File: src/rtl/i2cms_pkg.sv
// Shared types, codes and helpers of the I2C master transfer sequencer.
package i2cms_pkg;

   localparam int BufferDepthDefault = 32;
   localparam int OutQueueDepth      = 3;
   localparam int CountWidth         = 6;
   localparam int CsrIndexWidth      = 2;
   localparam int RspWidth           = 39;

   localparam logic [CountWidth-1:0] CountMax = '1;

   localparam logic [7:0] BitAa  = 8'h04;
   localparam logic [7:0] BitSi  = 8'h08;
   localparam logic [7:0] BitSto = 8'h10;
   localparam logic [7:0] BitSta = 8'h20;

   typedef enum logic [1:0] {
      MODE_LOAD   = 2'd0,
      MODE_START  = 2'd1,
      MODE_EVENT  = 2'd2,
      MODE_UNUSED = 2'd3
   } mode_type;

   typedef enum logic [7:0] {
      ST_START_SENT     = 8'h08,
      ST_RESTART_SENT   = 8'h10,
      ST_ADDR_W_ACK     = 8'h18,
      ST_ADDR_W_NACK    = 8'h20,
      ST_DATA_TX_ACK    = 8'h28,
      ST_DATA_TX_NACK   = 8'h30,
      ST_ARB_LOST       = 8'h38,
      ST_ADDR_R_ACK     = 8'h40,
      ST_ADDR_R_NACK    = 8'h48,
      ST_DATA_RX_ACK    = 8'h50,
      ST_DATA_RX_NACK   = 8'h58
   } status_code_type;

   typedef enum logic [CsrIndexWidth-1:0] {
      CSR_WRITE_LENGTH = 2'd0,
      CSR_READ_LENGTH  = 2'd1
   } csr_index_type;

   // Decoded result held between the store read and the output queue.
   typedef struct packed {
      logic [7:0] set_bits;
      logic [7:0] clear_bits;
      logic       tx_valid;
      logic       tx_from_store;
      logic       rx_valid;
      logic [7:0] rx_data;
      logic [4:0] rx_position;
   } stage_a_type;

   function automatic logic [CountWidth-1:0] bump(input logic [CountWidth-1:0] c);
      return (c < CountMax) ? c + 1'b1 : CountMax;
   endfunction

endpackage

File: src/rtl/i2cms_store.sv
// Transmit byte store: one write port and one registered read port.
module i2cms_store
   import i2cms_pkg::*;
#(
   parameter int BufferDepth = BufferDepthDefault
) (
   input  logic                           clock,
   input  logic                           wr_en,
   input  logic [$clog2(BufferDepth)-1:0] wr_addr,
   input  logic [7:0]                     wr_data,
   input  logic                           rd_en,
   input  logic [$clog2(BufferDepth)-1:0] rd_addr,
   output logic [7:0]                     rd_data
);

   logic [7:0] mem [BufferDepth];
   logic [7:0] rd_data_ff;

   always_ff @(posedge clock) begin
      if (wr_en) begin
         mem[wr_addr] <= wr_data;
      end
   end

   always_ff @(posedge clock) begin
      if (rd_en) begin
         rd_data_ff <= mem[rd_addr];
      end
   end

   assign rd_data = rd_data_ff;

endmodule

File: src/rtl/i2cms_seq.sv
// Status decode and transfer counters; drives the store ports and the decoded stage.
module i2cms_seq
   import i2cms_pkg::*;
#(
   parameter int BufferDepth = BufferDepthDefault
) (
   input  logic                           clock,
   input  logic                           reset,
   input  logic                           accept,
   input  mode_type                       mode,
   input  logic [7:0]                     status_code,
   input  logic [7:0]                     bus_byte,
   input  logic [4:0]                     load_index,
   input  logic [7:0]                     load_value,
   input  logic [CountWidth-1:0]          write_length,
   input  logic [CountWidth-1:0]          read_length,
   output logic                           st_wr_en,
   output logic [$clog2(BufferDepth)-1:0] st_wr_addr,
   output logic [7:0]                     st_wr_data,
   output logic [$clog2(BufferDepth)-1:0] st_rd_addr,
   output logic                           a_valid,
   output stage_a_type                    a_stage
);

   localparam int AddrWidth = $clog2(BufferDepth);

   logic [CountWidth-1:0] sent_count_ff, sent_count_in;
   logic [CountWidth-1:0] received_count_ff, received_count_in;
   logic [CountWidth-1:0] received_bumped;
   logic                  a_valid_ff;
   stage_a_type           a_stage_ff, a_stage_in;

   assign received_bumped = bump(received_count_ff);
   assign st_rd_addr      = AddrWidth'(sent_count_ff);
   assign st_wr_addr      = AddrWidth'(load_index);
   assign st_wr_data      = load_value;

   always_comb begin
      sent_count_in     = sent_count_ff;
      received_count_in = received_count_ff;
      a_stage_in        = '0;
      st_wr_en          = 1'b0;
      if (accept) begin
         unique case (mode)
            MODE_LOAD: begin
               st_wr_en = (32'(load_index) < BufferDepth);
            end
            MODE_START: begin
               sent_count_in       = '0;
               received_count_in   = '0;
               a_stage_in.set_bits = BitSta;
            end
            MODE_EVENT: begin
               unique case (status_code)
                  ST_START_SENT, ST_RESTART_SENT, ST_ADDR_W_ACK: begin
                     a_stage_in.tx_valid      = 1'b1;
                     a_stage_in.tx_from_store = (32'(sent_count_ff) < BufferDepth);
                     sent_count_in            = bump(sent_count_ff);
                     a_stage_in.set_bits      = BitAa;
                     a_stage_in.clear_bits    = (status_code == ST_ADDR_W_ACK) ?
                                                BitSi : (BitSta | BitSi);
                  end
                  ST_ADDR_W_NACK, ST_DATA_TX_NACK, ST_ADDR_R_NACK: begin
                     a_stage_in.set_bits   = BitAa | BitSto;
                     a_stage_in.clear_bits = BitSi;
                  end
                  ST_DATA_TX_ACK: begin
                     // Writes first; pending reads restart before the last write.
                     a_stage_in.clear_bits = BitSi;
                     if (({1'b0, sent_count_ff} + 7'd1) < {1'b0, write_length}) begin
                        a_stage_in.tx_valid      = 1'b1;
                        a_stage_in.tx_from_store = (32'(sent_count_ff) < BufferDepth);
                        sent_count_in            = bump(sent_count_ff);
                        a_stage_in.set_bits      = BitAa;
                     end else if (received_count_ff < read_length) begin
                        a_stage_in.set_bits = BitSta;
                     end else if (sent_count_ff < write_length) begin
                        a_stage_in.tx_valid      = 1'b1;
                        a_stage_in.tx_from_store = (32'(sent_count_ff) < BufferDepth);
                        sent_count_in            = bump(sent_count_ff);
                        a_stage_in.set_bits      = BitAa;
                     end else begin
                        a_stage_in.set_bits = BitAa | BitSto;
                     end
                  end
                  ST_ARB_LOST: begin
                     sent_count_in         = '0;
                     received_count_in     = '0;
                     a_stage_in.set_bits   = BitAa | BitSta;
                     a_stage_in.clear_bits = BitSi;
                  end
                  ST_ADDR_R_ACK: begin
                     if (({1'b0, received_count_ff} + 7'd1) < {1'b0, read_length}) begin
                        a_stage_in.set_bits   = BitAa;
                        a_stage_in.clear_bits = BitSi;
                     end else begin
                        a_stage_in.clear_bits = BitAa | BitSi;
                     end
                  end
                  ST_DATA_RX_ACK: begin
                     a_stage_in.rx_valid    = 1'b1;
                     a_stage_in.rx_data     = bus_byte;
                     a_stage_in.rx_position = received_count_ff[4:0];
                     received_count_in      = received_bumped;
                     // The last expected byte is answered with a NACK.
                     if (({1'b0, received_bumped} + 7'd1) < {1'b0, read_length}) begin
                        a_stage_in.set_bits   = BitAa;
                        a_stage_in.clear_bits = BitSi;
                     end else begin
                        a_stage_in.clear_bits = BitAa | BitSi;
                     end
                  end
                  ST_DATA_RX_NACK: begin
                     a_stage_in.rx_valid    = 1'b1;
                     a_stage_in.rx_data     = bus_byte;
                     a_stage_in.rx_position = received_count_ff[4:0];
                     received_count_in      = received_bumped;
                     a_stage_in.set_bits    = BitAa | BitSto;
                     a_stage_in.clear_bits  = BitSi;
                  end
                  default: begin
                  end
               endcase
            end
            default: begin
            end
         endcase
      end
   end

   always_ff @(posedge clock) begin
      if (reset) begin
         sent_count_ff     <= '0;
         received_count_ff <= '0;
         a_valid_ff        <= 1'b0;
      end else begin
         sent_count_ff     <= sent_count_in;
         received_count_ff <= received_count_in;
         a_valid_ff        <= accept;
      end
   end

   always_ff @(posedge clock) begin
      a_stage_ff <= a_stage_in;
   end

   assign a_valid = a_valid_ff;
   assign a_stage = a_stage_ff;

   assert property (@(posedge clock) disable iff (reset)
      accept && (mode == MODE_START) |=> (sent_count_ff == '0) && (received_count_ff == '0))
      else $error("start did not clear the transfer counts");

   assert property (@(posedge clock) disable iff (reset)
      !accept |=> $stable(sent_count_ff) && $stable(received_count_ff))
      else $error("transfer counts moved without an accepted beat");

   assert property (@(posedge clock) disable iff (reset)
      accept && (mode == MODE_EVENT) && (status_code == ST_DATA_RX_NACK)
      |=> (received_count_ff == bump($past(received_count_ff))) && a_stage_ff.rx_valid)
      else $error("final received byte not counted");

endmodule

File: src/rtl/i2cms_out_queue.sv
// Small result queue that decouples the response side from the decode pipeline.
module i2cms_out_queue
   import i2cms_pkg::*;
(
   input  logic                                  clock,
   input  logic                                  reset,
   input  logic                                  push,
   input  logic [RspWidth-1:0]                   push_data,
   input  logic                                  pop,
   output logic                                  not_empty,
   output logic [$clog2(OutQueueDepth+1)-1:0]    count,
   output logic [RspWidth-1:0]                   head_data
);

   localparam int PtrWidth = $clog2(OutQueueDepth);
   localparam int CntWidth = $clog2(OutQueueDepth + 1);
   localparam logic [PtrWidth-1:0] PtrLast = PtrWidth'(OutQueueDepth - 1);

   logic [RspWidth-1:0] entry_ff [OutQueueDepth];
   logic [PtrWidth-1:0] wr_ptr_ff, wr_ptr_in;
   logic [PtrWidth-1:0] rd_ptr_ff, rd_ptr_in;
   logic [CntWidth-1:0] count_ff, count_in;

   always_comb begin
      wr_ptr_in = wr_ptr_ff;
      rd_ptr_in = rd_ptr_ff;
      count_in  = count_ff;
      if (push) begin
         wr_ptr_in = (wr_ptr_ff == PtrLast) ? '0 : wr_ptr_ff + 1'b1;
      end
      if (pop) begin
         rd_ptr_in = (rd_ptr_ff == PtrLast) ? '0 : rd_ptr_ff + 1'b1;
      end
      priority if (push && !pop) begin
         count_in = count_ff + 1'b1;
      end else if (pop && !push) begin
         count_in = count_ff - 1'b1;
      end else begin
         count_in = count_ff;
      end
   end

   always_ff @(posedge clock) begin
      if (reset) begin
         wr_ptr_ff <= '0;
         rd_ptr_ff <= '0;
         count_ff  <= '0;
      end else begin
         wr_ptr_ff <= wr_ptr_in;
         rd_ptr_ff <= rd_ptr_in;
         count_ff  <= count_in;
      end
   end

   always_ff @(posedge clock) begin
      if (push) begin
         entry_ff[wr_ptr_ff] <= push_data;
      end
   end

   assign not_empty = (count_ff != '0);
   assign count     = count_ff;
   assign head_data = entry_ff[rd_ptr_ff];

   assert property (@(posedge clock) disable iff (reset)
      32'(count_ff) <= OutQueueDepth)
      else $error("result queue count out of range");

   assert property (@(posedge clock) disable iff (reset)
      push && (32'(count_ff) == OutQueueDepth) |-> pop)
      else $error("result queue overflow");

   assert property (@(posedge clock) disable iff (reset)
      pop |-> (count_ff != '0))
      else $error("result queue underflow");

endmodule

File: src/rtl/i2c_master_transfer_sequencer_unit.sv
// I2C master transfer sequencer: takes one beat per clock while req_tready is high and
// returns one result beat for each, through a result queue fed by the registered decode
// stage. The transmit store is read through a registered port on acceptance; a three-entry
// result queue lets input keep flowing while results wait, and req_tready depends only
// on registered occupancy. Store entries are undefined until loaded; no clearing pass.
module i2c_master_transfer_sequencer_unit
   import i2cms_pkg::*;
#(
   parameter int BufferDepth = BufferDepthDefault
) (
   input  logic                     clock,
   input  logic                     reset,
   input  logic                     req_tvalid,
   output logic                     req_tready,
   // status_code[7:0], bus_byte[15:8], load_index[20:16], load_value[28:21]
   input  logic [31:0]              req_tdata,
   // mode[1:0]
   input  logic [1:0]               req_tuser,
   output logic                     rsp_tvalid,
   input  logic                     rsp_tready,
   // set_bits[7:0], clear_bits[15:8], tx_valid[16], tx_byte[24:17],
   // rx_valid[25], rx_data[33:26], rx_position[38:34]
   output logic [39:0]              rsp_tdata,
   input  logic                     csr_valid,
   output logic                     csr_ready,
   input  logic [CsrIndexWidth-1:0] csr_index,
   input  logic [CountWidth-1:0]    csr_data
);

   localparam int AddrWidth = $clog2(BufferDepth);
   localparam int QCntWidth = $clog2(OutQueueDepth + 1);

   logic [CountWidth-1:0] write_length_ff, read_length_ff;
   logic                  accept;
   logic                  st_wr_en;
   logic [AddrWidth-1:0]  st_wr_addr, st_rd_addr;
   logic [7:0]            st_wr_data, st_rd_data;
   logic                  a_valid;
   stage_a_type           a_stage;
   logic [7:0]            tx_byte;
   logic [RspWidth-1:0]   push_data, head_data;
   logic                  q_not_empty;
   logic [QCntWidth-1:0]  q_count;
   logic                  pop;

   assign accept    = req_tvalid && req_tready;
   assign csr_ready = 1'b1;

   always_ff @(posedge clock) begin
      if (reset) begin
         write_length_ff <= '0;
         read_length_ff  <= '0;
      end else if (csr_valid) begin
         unique case (csr_index)
            CSR_WRITE_LENGTH: write_length_ff <= csr_data;
            CSR_READ_LENGTH:  read_length_ff  <= csr_data;
            default: begin
            end
         endcase
      end
   end

   i2cms_seq #(
      .BufferDepth(BufferDepth)
   ) u_seq (
      .clock       (clock),
      .reset       (reset),
      .accept      (accept),
      .mode        (mode_type'(req_tuser)),
      .status_code (req_tdata[7:0]),
      .bus_byte    (req_tdata[15:8]),
      .load_index  (req_tdata[20:16]),
      .load_value  (req_tdata[28:21]),
      .write_length(write_length_ff),
      .read_length (read_length_ff),
      .st_wr_en    (st_wr_en),
      .st_wr_addr  (st_wr_addr),
      .st_wr_data  (st_wr_data),
      .st_rd_addr  (st_rd_addr),
      .a_valid     (a_valid),
      .a_stage     (a_stage)
   );

   i2cms_store #(
      .BufferDepth(BufferDepth)
   ) u_store (
      .clock  (clock),
      .wr_en  (st_wr_en),
      .wr_addr(st_wr_addr),
      .wr_data(st_wr_data),
      .rd_en  (accept),
      .rd_addr(st_rd_addr),
      .rd_data(st_rd_data)
   );

   // A send index past the end of the store delivers a zero byte.
   assign tx_byte = a_stage.tx_from_store ? st_rd_data : 8'h00;

   assign push_data = {a_stage.rx_position, a_stage.rx_data, a_stage.rx_valid,
                       tx_byte, a_stage.tx_valid, a_stage.clear_bits, a_stage.set_bits};

   // Room is reserved for the beat still in the decode stage.
   assign req_tready = (32'(q_count) + 32'(a_valid)) < OutQueueDepth;
   assign pop        = q_not_empty && rsp_tready;

   i2cms_out_queue u_out_queue (
      .clock    (clock),
      .reset    (reset),
      .push     (a_valid),
      .push_data(push_data),
      .pop      (pop),
      .not_empty(q_not_empty),
      .count    (q_count),
      .head_data(head_data)
   );

   assign rsp_tvalid = q_not_empty;
   assign rsp_tdata  = {1'b0, head_data};

endmodule
File: config.mk
export PLATFORM = sky130hd
export DESIGN_NAME = i2c_master_transfer_sequencer_unit
export DESIGN_NICKNAME = d
export VERILOG_FILES = /design/src/rtl/i2cms_pkg.sv /design/src/rtl/i2cms_store.sv /design/src/rtl/i2cms_seq.sv /design/src/rtl/i2cms_out_queue.sv /design/src/rtl/i2c_master_transfer_sequencer_unit.sv
export SDC_FILE = /design/constraint.sdc
export NUM_CORES = 1
export LEC_CHECK = 0
export BUFFER_PORTS_ARGS = -buffer_cell sky130_fd_sc_hd__buf_4
export CAP_MARGIN = 20
export CORE_MARGIN = 2
export CORE_UTILIZATION = 30
export CTS_CLUSTER_SIZE = 8
export DETAILED_ROUTE_END_ITERATION = 8
export GPL_ROUTABILITY_DRIVEN = 0
export PLACE_DENSITY = 0.42
export SYNTH_ARGS = -nofsm -noshare
export SYNTH_HDL_FRONTEND = slang
export SYNTH_SLANG_ARGS = --single-unit
File: constraint.sdc
create_clock -name clock -period 4.15 [get_ports clock]
set_input_delay 0.2075 -clock clock [delete_from_list [all_inputs] [get_ports clock]]
set_output_delay 0.2075 -clock clock [all_outputs]
set_load 0.02 [all_outputs]
==> results.cfg <==
[hold_path]
holdPathEnd = u_store.mem[10][0]$_DFFE_PP_
holdCritStartpoint = req_tdata[21]
hold_class = primary input to flop
hold_depth = 1

[run_status]
outcome = complete, no violations

[timing]
whs_ps = 29.1
worst_pin_slew_ps = 1060
final-setup-viol-count = 0
finClkSkew_ps = 36.3
slew_violations = 0
fmax_mhz = 316
grt_setup_unrepaired = no
layout_min_cycle_time_ps = 3170
fin_tns_setup_ps = 0
fin_crit_sh = 0.763
hold_viol_final = 0
slew_headroom = 0.292

[grt]
grt_pass1_vias = 9091
grt_max_degree = 59
grt_util_met2 = 0.218
use_met3 = 0.0238
top_usage_layer = met2
grt_util_met1 = 0.189
grt_overflow = 0
grt_pass1_wl_um = 58200
antenna_found_initial = 0
gr-usage-all-layers = 0.136

[setup_path]
start_kind = flop
crit_path_start = u_seq.received_count_ff[1]$_SDFFE_PP0P_
ff2ff_path_depth = 11
cp_data_arrival_time_ps = 3640
required_ps = 4630
worst-setup-path-type = flop to flop
crit_fanout = 9
worstReg2RegEnd = u_seq.a_stage[18]$_SDFF_PN0_
reg2reg_slack_ps = 980
endpoint_kind = flop
reg2reg_from = u_seq.received_count_ff[1]$_SDFFE_PP0P_

[detailed_routing]
drtPass1Iterations = 5
drc = 0
num_vias = 8944
viasPerCell = 4.65
drtAntennaViolNets = 0
routed_wl_um = 38700
drtIter0Drc = 477
wl_per_cell_um = 20.1

[finish]
layout-drive-gt1-share = 0.233
n_antenna_cell = 0
area_growth_pct = 20.4
layout.nets = 1235
fin_util = 0.365
stdcell_count = 1923

[clock_network]
worstSkewPairLatency_ps = 620
cts.sinks = 406
cts_max_level = 2
cts_tree = done
cts_resized = 0
post-cts-setup-buffers = 0
clkTransAtPathRegs_ps = 60
clockBufferDepth = 3
numCtsBuffers = 57
cts-root-buf = clkbuf_16
cts_hold_buf = 29

[floorplanning]
ios = 90
die_h_um = 240
die-area_um2 = 57600
initial_core_util = 0.303
rows = 86
fp.dieW_um = 240
core-area_um2 = 55100

[logic_synthesis]
synth_top_family_by_area = multiplexers
synthesis.area_um2 = 16700
ys.flop_type = edfxtp_1
ys_warn_count = 0
synthAdderAreaFrac = 0.0255
yosys.area_share.xor_xnor = 0.00682
ys_async_sr_fraction = 0
ys_seq_elements = 406
synthSimpleGateAreaFrac = 0.0677
synth_edf_count = 351
synth_compound_area_frac = 0.0443
syn_avg_cell_area_um2 = 16.6
ys_seq_area_frac = 0.697
synthCells = 1007
netlist-cell-type-count = 62
synthMuxAreaShare = 0.136

[power]
power_leakage_nw = 6.61
power_density_nw_per_um2 = 477
irDropWorstVdd_mv = 0.324

[job]
drv_cap = 0

[placement]
io_buffers = 74
placedCellCount = 1811
hpwlAfterDp_um = 23800
-- state kept, by name, indices dropped and copies added (netlist names), 6 cells and up, named ones only --
name,flops
u_store.mem,256
u_out_queue.entry_ff,87
u_seq.a_stage,22
u_store.rd_data,8
read_length_ff,6
u_seq.received_count_ff,6
u_seq.sent_count_ff,6
write_length_ff,6
-- worst max-delay path by stage --
stage	cells past startpoint	slack (ps)	endpoint
after floorplan	9	960	u_store.mem[0][0]$_DFFE_PP_
after global placement	11	990	u_seq.a_stage[18]$_SDFF_PN0_
after detailed placement	7	990	u_store.mem[24][1]$_DFFE_PP_
after CTS	9	930	u_seq.a_stage[29]$_SDFF_PN0_
after global routing	11	750	u_seq.a_stage[18]$_SDFF_PN0_
final	11	980	u_seq.a_stage[18]$_SDFF_PN0_
-- cell usage after synthesis, types with 9 or more instances --
cell type / number / share of area
edfxtp_1: 351 / 0.63
mux4_2: 80 / 0.11
nor2_1: 76 / 0.017
dfxtp_1: 55 / 0.066
nand2_1: 55 / 0.012
o21ai_0: 44 / 0.013
mux2i_1: 37 / 0.022
ha_1: 34 / 0.025
clkbuf_1: 28 / 0.0063
a21oi_1: 23 / 0.0069
inv_1: 22 / 0.0049
and2_1: 21 / 0.0079
nand3_1: 19 / 0.0057
buf_4: 13 / 0.0058
buf_1: 9 / 0.0020
mux2_2: 9 / 0.0061
-- metrics by stage --
| step | power (mW) | cell area (µm²) | setup slack (ps) |
|---|---|---|---|
| 5_1_grt | 9.97 | 20100 | 752 |
| 3_5_place_dp | 5.50 | 18200 | 988 |
| 6_report | 9.58 | 20100 | 983 |
| 2_1_floorplan | 5.13 | 16700 | 961 |
| 3_3_place_gp | 5.49 | 18200 | 985 |
| 4_1_cts | 9.75 | 20100 | 935 |
-- critical path, stage by stage, from the launching register on --
cell	delay (ps)
dfxtp_1	510
ha_1	310
nand3_1	120
xnor2_1	500
nand3_1	140
a21oi_1	180
o21bai_1	150
ha_1	270
nor2b_1	140
o31ai_1	350
a41oi_1	170
and4b_1	210
-- kinds of logic after synthesis --
kind of cell,Yosys count
AOI/OAI and AO/OA,118
other,2
adders and majority gates,34
muxes,126
buffers and inverters,81
and+or+nand+nor,227
xor gates and xnor gates,13
DFF,406
-- cells in the final DEF, fill, tap and decap left out, types with 6 or more instances in the layout --
cell | synthesis | final
a21oi_1 | 23 | 23
a31oi_1 | 6 | 6
and2_1 | 21 | 21
buf_4 | 13 | 105
clkbuf_1 | 28 | 18
clkbuf_16 | 0 | 57
conb_1 | 2 | 12
dfxtp_1 | 55 | 51
dlygate4sd3_1 | 0 | 31
edfxtp_1 | 351 | 351
ha_1 | 34 | 34
inv_1 | 22 | 22
mux2_2 | 9 | 9
mux2i_1 | 37 | 37
mux4_2 | 80 | 80
nand2_1 | 55 | 55
nand3_1 | 19 | 19
nand4b_1 | 6 | 6
nor2_1 | 76 | 75
nor2b_1 | 6 | 6
o211ai_1 | 6 | 6
o21ai_0 | 44 | 44
xnor2_1 | 7 | 7
xor2_1 | 6 | 6
-- metal layers --
metal | vias up | routed length, µm
met4 | 0 | 774
met2 | 174 | 18100
met5 | - | 0
met1 | 4500 | 18200
met3 | 65 | 1560
li1 | 4205 | -
-- area by class of cell --
cell class | count | area (µm²)
sequential | 406 | 11600
clock buffer | 76 | 1510
inverter | 22 | 82.6
fill | 5275 | 35000
multi-input combinational | 530 | 4740
tap | 748 | 936
timing repair buffer | 137 | 1100
clock inverter | 4 | 83.8
-- report_power, final --
group	switching [mW]	internal, mW	leakage [nW]
clock	1.67	2.50	0.761
combinational	0.469	0.344	2.24
sequential	0.0925	4.51	3.61
total	2.23	7.35	6.61
Power figures use the tool's default switching activity.
